`config.mk`:
```
export PLATFORM = sky130hd
export DESIGN_NAME = ansi_csi_text_terminal
export DESIGN_NICKNAME = d
export VERILOG_FILES = /design/src/rtl/core/acsi_pkg.sv /design/src/rtl/core/ansi_csi_text_terminal.sv /design/src/rtl/core/acsi_parser.sv /design/src/rtl/core/acsi_out_buf.sv
export SDC_FILE = /design/constraint.sdc
export NUM_CORES = 1
export LEC_CHECK = 0
export BUFFER_PORTS_ARGS = -buffer_cell sky130_fd_sc_hd__buf_2
export CAP_MARGIN = 20
export CORE_ASPECT_RATIO = 0.75
export CORE_MARGIN = 8
export CORE_UTILIZATION = 40
export CTS_CLUSTER_DIAMETER = 30
export DETAILED_ROUTE_END_ITERATION = 6
export PLACE_DENSITY = 0.57
export SETUP_SLACK_MARGIN = 0.3
export SYNTH_ARGS = -nofsm -noshare
export SYNTH_HDL_FRONTEND = slang
export SYNTH_SLANG_ARGS = --single-unit
```
`constraint.sdc`:
```
create_clock -name aclk -period 4.3 [get_ports aclk]
set_input_delay 0.215 -clock aclk [delete_from_list [all_inputs] [get_ports aclk]]
set_output_delay 0.215 -clock aclk [all_outputs]
set_load 0.005 [all_outputs]
```
`src/rtl/core/acsi_pkg.sv`:
```
// Shared types and constants for the ANSI CSI text terminal.
// No dependencies; used by every module of the block.
package acsi_pkg;

    // Screen geometry
    localparam int ROWS      = 25;
    localparam int COLUMNS   = 80;
    localparam int CELLS     = ROWS * COLUMNS;
    localparam int ROW_W     = $clog2(ROWS);
    localparam int COL_W     = $clog2(COLUMNS);
    localparam int POS_W     = 11;
    localparam int SCROLL_W  = 5;
    localparam int PARAM_W   = 15;
    localparam int PARAM_MAX = 32767;
    localparam int PHASE_W   = 3;

    localparam logic [7:0] DEFAULT_ATTR_RESET = 8'h07;

    // Display command codes
    localparam logic [1:0] OP_WRITE       = 2'd0;
    localparam logic [1:0] OP_FILL        = 2'd1;
    localparam logic [1:0] OP_SCROLL_UP   = 2'd2;
    localparam logic [1:0] OP_SCROLL_DOWN = 2'd3;

    // Character codes
    localparam logic [7:0] CH_BS       = 8'h08;
    localparam logic [7:0] CH_TAB      = 8'h09;
    localparam logic [7:0] CH_LF       = 8'h0a;
    localparam logic [7:0] CH_ESC      = 8'h1b;
    localparam logic [7:0] CH_SPACE    = 8'h20;
    localparam logic [7:0] CH_ZERO     = 8'h30;
    localparam logic [7:0] CH_NINE     = 8'h39;
    localparam logic [7:0] CH_SEMI     = 8'h3b;
    localparam logic [7:0] CH_FINAL_LO = 8'h40;
    localparam logic [7:0] CH_LBRACKET = 8'h5b;
    localparam logic [7:0] CH_TILDE    = 8'h7e;

    typedef struct packed {
        logic [1:0]          op;
        logic [POS_W-1:0]    start_pos;
        logic [POS_W-1:0]    end_pos;
        logic [15:0]         cell_word;
        logic [SCROLL_W-1:0] scroll_rows;
        logic                last;
    } result_t;

    // Up to two results produced by one byte
    typedef struct packed {
        logic [1:0] cnt;
        result_t    res0;
        result_t    res1;
    } push_t;

endpackage

```
`src/rtl/core/ansi_csi_text_terminal.sv`:
```
// ANSI CSI text terminal: takes one character byte per item and issues display
// commands (cell writes, range fills, scrolls) for an 80 x 25 text screen.
// A byte is held in an input register and decoded in the following cycle,
// when the two-entry result buffer has room; the first result of a byte passes
// through the input register and then the result buffer before it is on the
// m_ ports. Bytes are taken one per cycle as long as each gives at most one
// result and m_ready is high; a byte that gives two results (a write at the
// last cell followed by a scroll) occupies the single result port for both, and
// the next byte waits until the buffer has room again. The default attribute
// register is to be written through cfg_wr_en / cfg_wr_data only while idle;
// the block itself does not enforce this. There is no clearing pass after reset.
module ansi_csi_text_terminal (
    input  logic        aclk,
    input  logic        aresetn,
    input  logic        cfg_wr_en,
    input  logic [7:0]  cfg_wr_data,
    input  logic        s_valid,
    output logic        s_ready,
    input  logic [7:0]  s_char_byte,
    output logic        m_valid,
    input  logic        m_ready,
    output logic [1:0]  m_op,
    output logic [10:0] m_start_pos,
    output logic [10:0] m_end_pos,
    output logic [15:0] m_cell_word,
    output logic [4:0]  m_scroll_rows,
    output logic        m_last
);
    import acsi_pkg::*;

    logic       in_valid_reg, in_valid_next;
    logic [7:0] in_byte_reg;
    logic       room, fire;
    push_t      push_data;
    result_t    head;

    assign fire    = in_valid_reg && room;
    assign s_ready = !in_valid_reg || fire;

    always_comb begin
        in_valid_next = in_valid_reg;
        if (s_valid && s_ready) begin
            in_valid_next = 1'b1;
        end else if (fire) begin
            in_valid_next = 1'b0;
        end
    end

    always_ff @(posedge aclk) begin
        if (!aresetn) begin
            in_valid_reg <= 1'b0;
        end else begin
            in_valid_reg <= in_valid_next;
        end
    end

    always_ff @(posedge aclk) begin
        if (s_valid && s_ready) begin
            in_byte_reg <= s_char_byte;
        end
    end

    acsi_parser u_parser (
        .aclk        (aclk),
        .aresetn     (aresetn),
        .cfg_wr_en   (cfg_wr_en),
        .cfg_wr_data (cfg_wr_data),
        .fire        (fire),
        .char_byte   (in_byte_reg),
        .push_data   (push_data)
    );

    acsi_out_buf u_out_buf (
        .aclk      (aclk),
        .aresetn   (aresetn),
        .push      (fire),
        .push_data (push_data),
        .m_ready   (m_ready),
        .room      (room),
        .m_valid   (m_valid),
        .head      (head)
    );

    assign m_op          = head.op;
    assign m_start_pos   = head.start_pos;
    assign m_end_pos     = head.end_pos;
    assign m_cell_word   = head.cell_word;
    assign m_scroll_rows = head.scroll_rows;
    assign m_last        = head.last;

endmodule

```
`src/rtl/core/acsi_parser.sv`:
```
// Parse state, cursor and attribute registers plus the per-byte decode logic.
// Depends on acsi_pkg.
module acsi_parser (
    input  logic            aclk,
    input  logic            aresetn,
    input  logic            cfg_wr_en,
    input  logic [7:0]      cfg_wr_data,
    input  logic            fire,
    input  logic [7:0]      char_byte,
    output acsi_pkg::push_t push_data
);
    import acsi_pkg::*;

    localparam logic [PHASE_W-1:0] PH_IDLE   = 3'd0;
    localparam logic [PHASE_W-1:0] PH_ESC    = 3'd1;
    localparam logic [PHASE_W-1:0] PH_PARAM1 = 3'd2;
    localparam logic [PHASE_W-1:0] PH_PARAM2 = 3'd3;
    localparam logic [PHASE_W-1:0] PH_PARAMX = 3'd4;

    localparam logic [7:0] FIN_CUU = 8'h41;  // A
    localparam logic [7:0] FIN_CUD = 8'h42;  // B
    localparam logic [7:0] FIN_CUF = 8'h43;  // C
    localparam logic [7:0] FIN_CUB = 8'h44;  // D
    localparam logic [7:0] FIN_CNL = 8'h45;  // E
    localparam logic [7:0] FIN_CPL = 8'h46;  // F
    localparam logic [7:0] FIN_CUP = 8'h48;  // H
    localparam logic [7:0] FIN_ED  = 8'h4a;  // J
    localparam logic [7:0] FIN_EL  = 8'h4b;  // K
    localparam logic [7:0] FIN_SU  = 8'h53;  // S
    localparam logic [7:0] FIN_SD  = 8'h54;  // T
    localparam logic [7:0] FIN_SGR = 8'h6d;  // m

    localparam logic [PARAM_W-1:0] MODE_TO_END    = PARAM_W'(0);
    localparam logic [PARAM_W-1:0] MODE_TO_CURSOR = PARAM_W'(1);
    localparam logic [PARAM_W-1:0] MODE_ALL       = PARAM_W'(2);

    localparam logic [PARAM_W-1:0] SGR_RESET  = PARAM_W'(0);
    localparam logic [PARAM_W-1:0] SGR_BRIGHT = PARAM_W'(1);
    localparam logic [PARAM_W-1:0] SGR_DIM    = PARAM_W'(2);
    localparam logic [PARAM_W-1:0] SGR_FG     = PARAM_W'(30);
    localparam logic [PARAM_W-1:0] SGR_BG     = PARAM_W'(40);
    localparam logic [PARAM_W-1:0] SGR_FG_HI  = PARAM_W'(90);
    localparam logic [PARAM_W-1:0] SGR_BG_HI  = PARAM_W'(100);

    localparam int ACC_W = PARAM_W + 4;

    logic [PHASE_W-1:0] phase_reg, phase_next;
    logic [PARAM_W-1:0] p1_reg, p1_next;
    logic [PARAM_W-1:0] p2_reg, p2_next;
    logic [ROW_W-1:0]   row_reg, row_next;
    logic [COL_W-1:0]   col_reg, col_next;
    logic [7:0]         attr_reg, attr_next;
    logic [7:0]         def_attr_reg;

    logic [POS_W-1:0]   line_start, line_end, cur_pos;
    logic [PARAM_W-1:0] n_cnt, m_cnt;
    logic               last_row, last_col, at_end;
    logic [COL_W:0]     tab_target;
    logic [1:0]         tab_step;
    logic [ACC_W-1:0]   acc;
    logic [PARAM_W-1:0] acc_sat, acc_src;
    logic [PARAM_W:0]   row_sum, col_sum;
    logic [ROW_W-1:0]   row_up, row_dn, row_abs;
    logic [COL_W-1:0]   col_rt, col_lf, col_abs;
    logic [SCROLL_W-1:0] scroll_cnt;
    logic [15:0]        blank;
    logic [7:0]         attr_sgr;
    push_t              push_c;

    // ANSI colour order to VGA colour order: swap red and blue bits
    function automatic logic [2:0] swap_rb(input logic [2:0] n);
        return {n[0], n[1], n[2]};
    endfunction

    function automatic logic [2:0] low3(input logic [PARAM_W-1:0] p,
                                       input logic [PARAM_W-1:0] base);
        logic [PARAM_W-1:0] d;
        d = p - base;
        return d[2:0];
    endfunction

    function automatic result_t mk_res(input logic [1:0] op,
                                       input logic [POS_W-1:0] s,
                                       input logic [POS_W-1:0] e,
                                       input logic [15:0] w,
                                       input logic [SCROLL_W-1:0] r);
        result_t t;
        t.op          = op;
        t.start_pos   = s;
        t.end_pos     = e;
        t.cell_word   = w;
        t.scroll_rows = r;
        t.last        = 1'b0;
        return t;
    endfunction

    assign line_start = POS_W'(32'(row_reg) * COLUMNS);
    assign line_end   = line_start + POS_W'(COLUMNS - 1);
    assign cur_pos    = line_start + POS_W'(col_reg);
    assign last_row   = (row_reg == ROW_W'(ROWS - 1));
    assign last_col   = (col_reg == COL_W'(COLUMNS - 1));
    assign at_end     = (cur_pos == POS_W'(CELLS - 1));
    assign blank      = {def_attr_reg, CH_SPACE};

    assign n_cnt = (p1_reg == '0) ? PARAM_W'(1) : p1_reg;
    assign m_cnt = (p2_reg == '0) ? PARAM_W'(1) : p2_reg;

    // Next column congruent to 1 mod 4
    assign tab_step   = 2'(3'd5 - {1'b0, col_reg[1:0]});
    assign tab_target = {1'b0, col_reg} + (COL_W + 1)'(tab_step);

    // Decimal accumulate, saturating; digit value is the low nibble
    assign acc_src = (phase_reg == PH_PARAM1) ? p1_reg : p2_reg;
    assign acc     = {acc_src, 3'b000} + {2'b00, acc_src, 1'b0}
                   + ACC_W'(char_byte[3:0]);
    assign acc_sat = (acc > ACC_W'(PARAM_MAX)) ? PARAM_W'(PARAM_MAX) : acc[PARAM_W-1:0];

    // Cursor moves, all clamped to the screen
    assign row_sum = {1'b0, n_cnt} + (PARAM_W + 1)'(row_reg);
    assign col_sum = {1'b0, n_cnt} + (PARAM_W + 1)'(col_reg);
    assign row_up  = (n_cnt > PARAM_W'(row_reg)) ? '0 : row_reg - n_cnt[ROW_W-1:0];
    assign row_dn  = (row_sum > (PARAM_W + 1)'(ROWS - 1)) ? ROW_W'(ROWS - 1)
                                                          : row_sum[ROW_W-1:0];
    assign col_lf  = (n_cnt > PARAM_W'(col_reg)) ? '0 : col_reg - n_cnt[COL_W-1:0];
    assign col_rt  = (col_sum > (PARAM_W + 1)'(COLUMNS - 1)) ? COL_W'(COLUMNS - 1)
                                                             : col_sum[COL_W-1:0];
    assign row_abs = (n_cnt > PARAM_W'(ROWS)) ? ROW_W'(ROWS - 1)
                                              : ROW_W'(n_cnt - PARAM_W'(1));
    assign col_abs = (m_cnt > PARAM_W'(COLUMNS)) ? COL_W'(COLUMNS - 1)
                                                 : COL_W'(m_cnt - PARAM_W'(1));
    assign scroll_cnt = (n_cnt > PARAM_W'(ROWS)) ? SCROLL_W'(ROWS)
                                                 : n_cnt[SCROLL_W-1:0];

    always_comb begin
        attr_sgr = attr_reg;
        if (p1_reg == SGR_RESET) begin
            attr_sgr = def_attr_reg;
        end else if (p1_reg == SGR_BRIGHT) begin
            attr_sgr = attr_reg | 8'h88;
        end else if (p1_reg == SGR_DIM) begin
            attr_sgr = attr_reg & 8'h77;
        end else if (p1_reg >= SGR_FG && p1_reg <= SGR_FG + PARAM_W'(7)) begin
            attr_sgr = {attr_reg[7:3], swap_rb(low3(p1_reg, SGR_FG))};
        end else if (p1_reg >= SGR_BG && p1_reg <= SGR_BG + PARAM_W'(7)) begin
            attr_sgr = {attr_reg[7], swap_rb(low3(p1_reg, SGR_BG)), attr_reg[3:0]};
        end else if (p1_reg >= SGR_FG_HI && p1_reg <= SGR_FG_HI + PARAM_W'(7)) begin
            attr_sgr = {attr_reg[7:4], 1'b1, swap_rb(low3(p1_reg, SGR_FG_HI))};
        end else if (p1_reg >= SGR_BG_HI && p1_reg <= SGR_BG_HI + PARAM_W'(7)) begin
            attr_sgr = {1'b1, swap_rb(low3(p1_reg, SGR_BG_HI)), attr_reg[3:0]};
        end
    end

    always_comb begin
        phase_next  = phase_reg;
        p1_next     = p1_reg;
        p2_next     = p2_reg;
        row_next    = row_reg;
        col_next    = col_reg;
        attr_next   = attr_reg;
        push_c      = '0;

        unique case (phase_reg)
            PH_IDLE: begin
                case (char_byte)
                    CH_BS: begin
                        if (col_reg == '0) begin
                            col_next = COL_W'(COLUMNS - 1);
                            if (row_reg != '0) begin
                                row_next = row_reg - ROW_W'(1);
                            end else begin
                                push_c.res0 = mk_res(OP_SCROLL_DOWN, '0, '0, '0, SCROLL_W'(1));
                                push_c.cnt  = 2'd1;
                            end
                        end else begin
                            col_next = col_reg - COL_W'(1);
                        end
                    end
                    CH_TAB: begin
                        if (!at_end && col_reg[1:0] != 2'd1) begin
                            if (tab_target < (COL_W + 1)'(COLUMNS)) begin
                                col_next = tab_target[COL_W-1:0];
                            end else begin
                                col_next = COL_W'(1);
                                if (last_row) begin
                                    push_c.res0 = mk_res(OP_SCROLL_UP, '0, '0, '0,
                                                         SCROLL_W'(1));
                                    push_c.cnt  = 2'd1;
                                end else begin
                                    row_next = row_reg + ROW_W'(1);
                                end
                            end
                        end
                    end
                    CH_LF: begin
                        col_next = '0;
                        if (last_row) begin
                            push_c.res0 = mk_res(OP_SCROLL_UP, '0, '0, '0, SCROLL_W'(1));
                            push_c.cnt  = 2'd1;
                        end else begin
                            row_next = row_reg + ROW_W'(1);
                        end
                    end
                    CH_ESC: begin
                        phase_next = PH_ESC;
                    end
                    default: begin
                        push_c.res0 = mk_res(OP_WRITE, cur_pos, cur_pos,
                                             {attr_reg, char_byte}, '0);
                        push_c.cnt  = 2'd1;
                        if (last_col) begin
                            col_next = '0;
                            if (last_row) begin
                                push_c.res1 = mk_res(OP_SCROLL_UP, '0, '0, '0,
                                                     SCROLL_W'(1));
                                push_c.cnt  = 2'd2;
                            end else begin
                                row_next = row_reg + ROW_W'(1);
                            end
                        end else begin
                            col_next = col_reg + COL_W'(1);
                        end
                    end
                endcase
            end
            PH_ESC: begin
                if (char_byte == CH_LBRACKET) begin
                    phase_next = PH_PARAM1;
                    p1_next    = '0;
                    p2_next    = '0;
                end else begin
                    phase_next = PH_IDLE;
                end
            end
            default: begin
                if (char_byte >= CH_ZERO && char_byte <= CH_NINE) begin
                    if (phase_reg == PH_PARAM1) begin
                        p1_next = acc_sat;
                    end else if (phase_reg == PH_PARAM2) begin
                        p2_next = acc_sat;
                    end
                end else if (char_byte == CH_SEMI) begin
                    if (phase_reg == PH_PARAM1) begin
                        phase_next = PH_PARAM2;
                    end else begin
                        phase_next = PH_PARAMX;
                    end
                end else if (char_byte >= CH_FINAL_LO && char_byte <= CH_TILDE) begin
                    phase_next = PH_IDLE;
                    case (char_byte)
                        FIN_CUU: row_next = row_up;
                        FIN_CUD: row_next = row_dn;
                        FIN_CUF: col_next = col_rt;
                        FIN_CUB: col_next = col_lf;
                        FIN_CNL: begin
                            row_next = row_dn;
                            col_next = '0;
                        end
                        FIN_CPL: begin
                            row_next = row_up;
                            col_next = '0;
                        end
                        FIN_CUP: begin
                            row_next = row_abs;
                            col_next = col_abs;
                        end
                        FIN_ED: begin
                            if (p1_reg == MODE_TO_END) begin
                                push_c.res0 = mk_res(OP_FILL, cur_pos, POS_W'(CELLS - 1),
                                                     blank, '0);
                                push_c.cnt  = 2'd1;
                            end else if (p1_reg == MODE_TO_CURSOR) begin
                                push_c.res0 = mk_res(OP_FILL, '0, cur_pos, blank, '0);
                                push_c.cnt  = 2'd1;
                            end else if (p1_reg == MODE_ALL) begin
                                push_c.res0 = mk_res(OP_FILL, '0, POS_W'(CELLS - 1),
                                                     blank, '0);
                                push_c.cnt  = 2'd1;
                            end
                        end
                        FIN_EL: begin
                            if (p1_reg == MODE_TO_END) begin
                                push_c.res0 = mk_res(OP_FILL, cur_pos, line_end, blank, '0);
                                push_c.cnt  = 2'd1;
                            end else if (p1_reg == MODE_TO_CURSOR) begin
                                push_c.res0 = mk_res(OP_FILL, line_start, cur_pos, blank, '0);
                                push_c.cnt  = 2'd1;
                            end else if (p1_reg == MODE_ALL) begin
                                push_c.res0 = mk_res(OP_FILL, line_start, line_end,
                                                     blank, '0);
                                push_c.cnt  = 2'd1;
                            end
                        end
                        FIN_SU: begin
                            push_c.res0 = mk_res(OP_SCROLL_UP, '0, '0, '0, scroll_cnt);
                            push_c.cnt  = 2'd1;
                        end
                        FIN_SD: begin
                            push_c.res0 = mk_res(OP_SCROLL_DOWN, '0, '0, '0, scroll_cnt);
                            push_c.cnt  = 2'd1;
                        end
                        FIN_SGR: attr_next = attr_sgr;
                        default: ;
                    endcase
                end else if (char_byte < CH_SPACE || char_byte > CH_TILDE) begin
                    phase_next = PH_IDLE;
                end
            end
        endcase

        // flag the final result of this item
        if (push_c.cnt == 2'd1) begin
            push_c.res0.last = 1'b1;
        end else if (push_c.cnt == 2'd2) begin
            push_c.res1.last = 1'b1;
        end
    end

    assign push_data = push_c;

    always_ff @(posedge aclk) begin
        if (!aresetn) begin
            phase_reg    <= PH_IDLE;
            p1_reg       <= '0;
            p2_reg       <= '0;
            row_reg      <= '0;
            col_reg      <= '0;
            attr_reg     <= DEFAULT_ATTR_RESET;
            def_attr_reg <= DEFAULT_ATTR_RESET;
        end else begin
            if (fire) begin
                phase_reg <= phase_next;
                p1_reg    <= p1_next;
                p2_reg    <= p2_next;
                row_reg   <= row_next;
                col_reg   <= col_next;
                attr_reg  <= attr_next;
            end
            if (cfg_wr_en) begin
                def_attr_reg <= cfg_wr_data;
            end
        end
    end

endmodule

```
`src/rtl/core/acsi_out_buf.sv`:
```
// Two-entry result buffer between the decode stage and the m_ channel.
// Depends on acsi_pkg.
module acsi_out_buf (
    input  logic              aclk,
    input  logic              aresetn,
    input  logic              push,
    input  acsi_pkg::push_t   push_data,
    input  logic              m_ready,
    output logic              room,
    output logic              m_valid,
    output acsi_pkg::result_t head
);
    import acsi_pkg::*;

    logic [1:0] cnt_reg, cnt_next;
    result_t    slot0_reg, slot0_next;
    result_t    slot1_reg, slot1_next;
    logic       pop;

    assign m_valid = (cnt_reg != 2'd0);
    assign pop     = m_valid && m_ready;
    // a push may bring two results, so it needs the buffer empty after this cycle's pop
    assign room    = (cnt_reg == 2'd0) || (cnt_reg == 2'd1 && m_ready);
    assign head    = slot0_reg;

    always_comb begin
        cnt_next   = cnt_reg - 2'(pop);
        slot0_next = slot0_reg;
        slot1_next = slot1_reg;
        if (push) begin
            cnt_next   = push_data.cnt;
            slot0_next = push_data.res0;
            slot1_next = push_data.res1;
        end else if (pop) begin
            slot0_next = slot1_reg;
        end
    end

    always_ff @(posedge aclk) begin
        if (!aresetn) begin
            cnt_reg <= 2'd0;
        end else begin
            cnt_reg <= cnt_next;
        end
    end

    always_ff @(posedge aclk) begin
        slot0_reg <= slot0_next;
        slot1_reg <= slot1_next;
    end

endmodule

```
==> flow_summary.json <==
{
  "synthFlopType": "dfxtp_1",
  "fin_nets": 1379,
  "yosysTopAreaCell": "edfxtp_1",
  "fill_cells": 2351,
  "powerDensity_nw_per_um2": 293,
  "fin_area_sq_um": 11500,
  "syn-mean-instance-area_sq_um": 8.30,
  "period_needed_ns": 3.84,
  "hold_depth": 3,
  "hold_violations": 0,
  "slew_viol_final": 0,
  "async_reset_ff_share_pct": 0,
  "initial_core_util_pct": 40.9,
  "grt.total_usage_pct": 20.6,
  "drtAntennaViolNets": 0,
  "setup_violations": 0,
  "worst_hold_startpoint": "cfg_wr_data[7]",
  "grt_max_degree": 47,
  "status": "finished clean",
  "drive_gt1_share_pct": 16.8,
  "portBuffers": 68,
  "p_seq_share_pct": 41.2,
  "clock_power_share_pct": 41.2,
  "pwr-share-comb_pct": 17.6,
  "crit_fanout": 6,
  "critPathKind": "flop to flop",
  "whs_endpoint": "u_parser.def_attr_reg[7]",
  "ir_drop_mv": 0.270,
  "power_mw": 3.38,
  "grt_overflow": 0,
  "ys_seq_area_share_pct": 30.2,
  "fin_tns_setup_ns": 0,
  "internal-power_mw": 2.42,
  "die_y_um": 152,
  "ioPinCount": 69,
  "firstDrtPassIters": 5,
  "cp_data_arrival_time_ns": 4.15,
  "via_per_inst": 5.93,
  "rsz0062_at_grt": "yes",
  "crit-reg2reg-launch": "u_parser.p1_reg[8]",
  "placed_area_sq_um": 10700,
  "coreArea_sq_um": 24000,
  "drtIter0Drc": 911,
  "instances_no_fill": 1615,
  "htreeDepth": 4,
  "synth_cell_type_count": 88,
  "cts_root_buf": "clkbuf_16",
  "min_period_over_period_pct": 89.2,
  "vias": 9571,
  "grt_pass1_wl_um": 48900,
  "syn_to_final_growth_pct": 17.4,
  "antenna_found_initial": 0,
  "seq_area_sq_um": 2970,
  "multi_input_area_sq_um": 6530,
  "maxCapViolations": 0,
  "drt_wl_total_um": 30800,
  "ff2ff_setup_slack_ns": 0.46,
  "cp-end-kind": "flop",
  "crit_path_start_kind": "flop",
  "dp.cells": 1564,
  "num_rows": 49,
  "die_w_um": 197,
  "clkTransAtPathRegs_ns": 0.06,
  "yosys_warnings": 0,
  "worstSkewPairLatency_ns": 0.43,
  "synth_area_sq_um": 9830,
  "die_area_sq_um": 29900,
  "switching_share_pct": 28.6,
  "diodes": 0,
  "synth_edf_count": 56,
  "reg2reg_depth": 17,
  "synth.top_cells.by_area": "edfxtp_1 17%, dfxtp_1 13%, ha_1 9.9%, nor2_1 4.6%, nand2_1 4.2%",
  "skew_ns": 0.00843,
  "power.switching_uw": 968,
  "hp-class": "input port to flop",
  "fmax_mhz": 261,
  "synth_fp_nets": 1292,
  "cts_buffer_depth": 2,
  "dp_hpwl_um": 23900,
  "reg2reg_to": "u_parser.col_reg[2]",
  "grt_pass1_vias": 8815,
  "cts_tree": "yes",
  "worstPathRequired_ns": 4.61,
  "drcViolationCount": 0,
  "mostFrequentLayoutCell": "nor2_1",
  "worstMarginPinSlew_ns": 1.11,
  "synthCells": 1184,
  "max_slew_margin_pct": 24.8,
  "wl_per_cell_um": 19.1,
  "cts_buffers": 17,
  "globalplace.congestion": 0.937,
  "ys_seq_elements": 120,
  "final_cell_mix": "120 x nor2_1, 109 x nand2_1, 77 x ha_1",
  "cts.sinks": 120,
  "leakage_nw": 4.93,
  "largest_register_ffs": 46,
  "synth.top_cell.area_share_pct": 17.1
}
## worst max-delay path, cell delays in order (launching register included)
cell,delay (ns)
dfxtp_1,0.33
nor4_4,0.36
nand3_4,0.14
nor4b_4,0.37
nor2_4,0.08
inv_4,0.10
ha_4,0.13
inv_2,0.04
fa_2,0.35
a2bb2oi_2,0.15
o21ai_2,0.14
a211oi_1,0.09
or4b_1,0.54
a21oi_2,0.16
nand4_1,0.12
buf_6,0.19
o211a_1,0.19
o221a_2,0.23
## kinds of logic after synthesis
group	count (synthesis)	share of synthesized area (%)
flip-flops	120	30.2
XOR/XNOR	45	4.15
buffers and inverters	110	4.43
adder cells (fa/ha/maj)	88	11.9
AO/OA/AOI/OAI	341	23.4
multiplexers	25	2.70
AND/OR/NAND/NOR	455	23.3
## worst max path at each step
stage	slack, ns	from	cells past startpoint	end
final	0.46	u_parser.p1_reg[8]	17	u_parser.col_reg[2]
after global routing	0.28	u_parser.phase_reg[1]	14	u_parser.p2_reg[4]
after CTS	0.29	u_parser.p1_reg[14]	17	u_parser.col_reg[2]
after detailed placement	0.22	u_parser.p1_reg[14]	16	u_parser.col_reg[2]
after global placement	0.27	u_parser.p1_reg[14]	16	u_parser.col_reg[2]
after floorplan	0.30	u_parser.p1_reg[14]	17	u_parser.col_reg[2]
## power by group through the flow
stage | sequential [mW] | clock, mW | combinational (mW)
after detailed placement | 1.42 | 0 | 0.573
after global routing | 1.41 | 1.47 | 0.654
after global placement | 1.42 | 0 | 0.571
final | 1.39 | 1.40 | 0.595
after CTS | 1.40 | 1.42 | 0.584
after floorplan | 1.42 | 0 | 0.342
## per-layer routing
metal | vias to the layer above | routed length (um) | track usage (%)
li1 | 4564 | - | -
met2 | 358 | 12400 | 28.4
met1 | 4624 | 15800 | 31.8
met3 | 25 | 2340 | 4.37
met4 | 0 | 289 | 4.28
met5 | - | 0 | 0
## synth_stat cells (all sizes together) (4+ instances only)
cell      n
nor2    121
nand2   109
o21ai    81
ha       78
a21oi    73
dfxtp    64
edfxtp   56
clkbuf   47
inv      45
nand3    39
nor3     33
xnor2    31
and3     27
nor2b    24
a31oi    21
a211oi   18
a21o     18
a22oi    17
buf      17
nor4     17
o211ai   17
or2      16
nand4    14
and2     13
mux2i    13
xor2     13
mux2     12
nand2b   10
a22o      9
fa        9
a221oi    8
nor3b     8
or3       8
o21a      7
o31ai     7
o21bai    6
o211a     5
a211o     4
nor4b     4
o221ai    4
o31a      4
## area by class of cell
class                   count  share of cell area, %
multi-input cells         954                   56.6
flip-flops and latches    120                   25.7
repair buffers            132                   7.53
clock buffers              22                   4.39
well taps                 331                   3.59
inverters                  46                   1.52
clock inverters            10                  0.651
## what timing repair did
item,CTS,global route
hold buffers,11,0
endpoints found under the setup margin,4,42
setup buffers,1,5
pin swaps,0,10
endpoints found under the hold margin,11,0
resized for setup,1,15
## per-stage QoR
stage          utilization (%)  hold WS, ns  setup WS [ns]
5_1_grt                   48.0       0.0169          0.281
2_1_floorplan                -        0.314          0.301
3_5_place_dp              44.6        0.393          0.219
3_3_place_gp              44.6        0.391          0.272
6_report                  48.0       0.0209          0.463
4_1_cts                   47.5      0.00916          0.288
No activity file was read; power rests on OpenSTA's default activity.
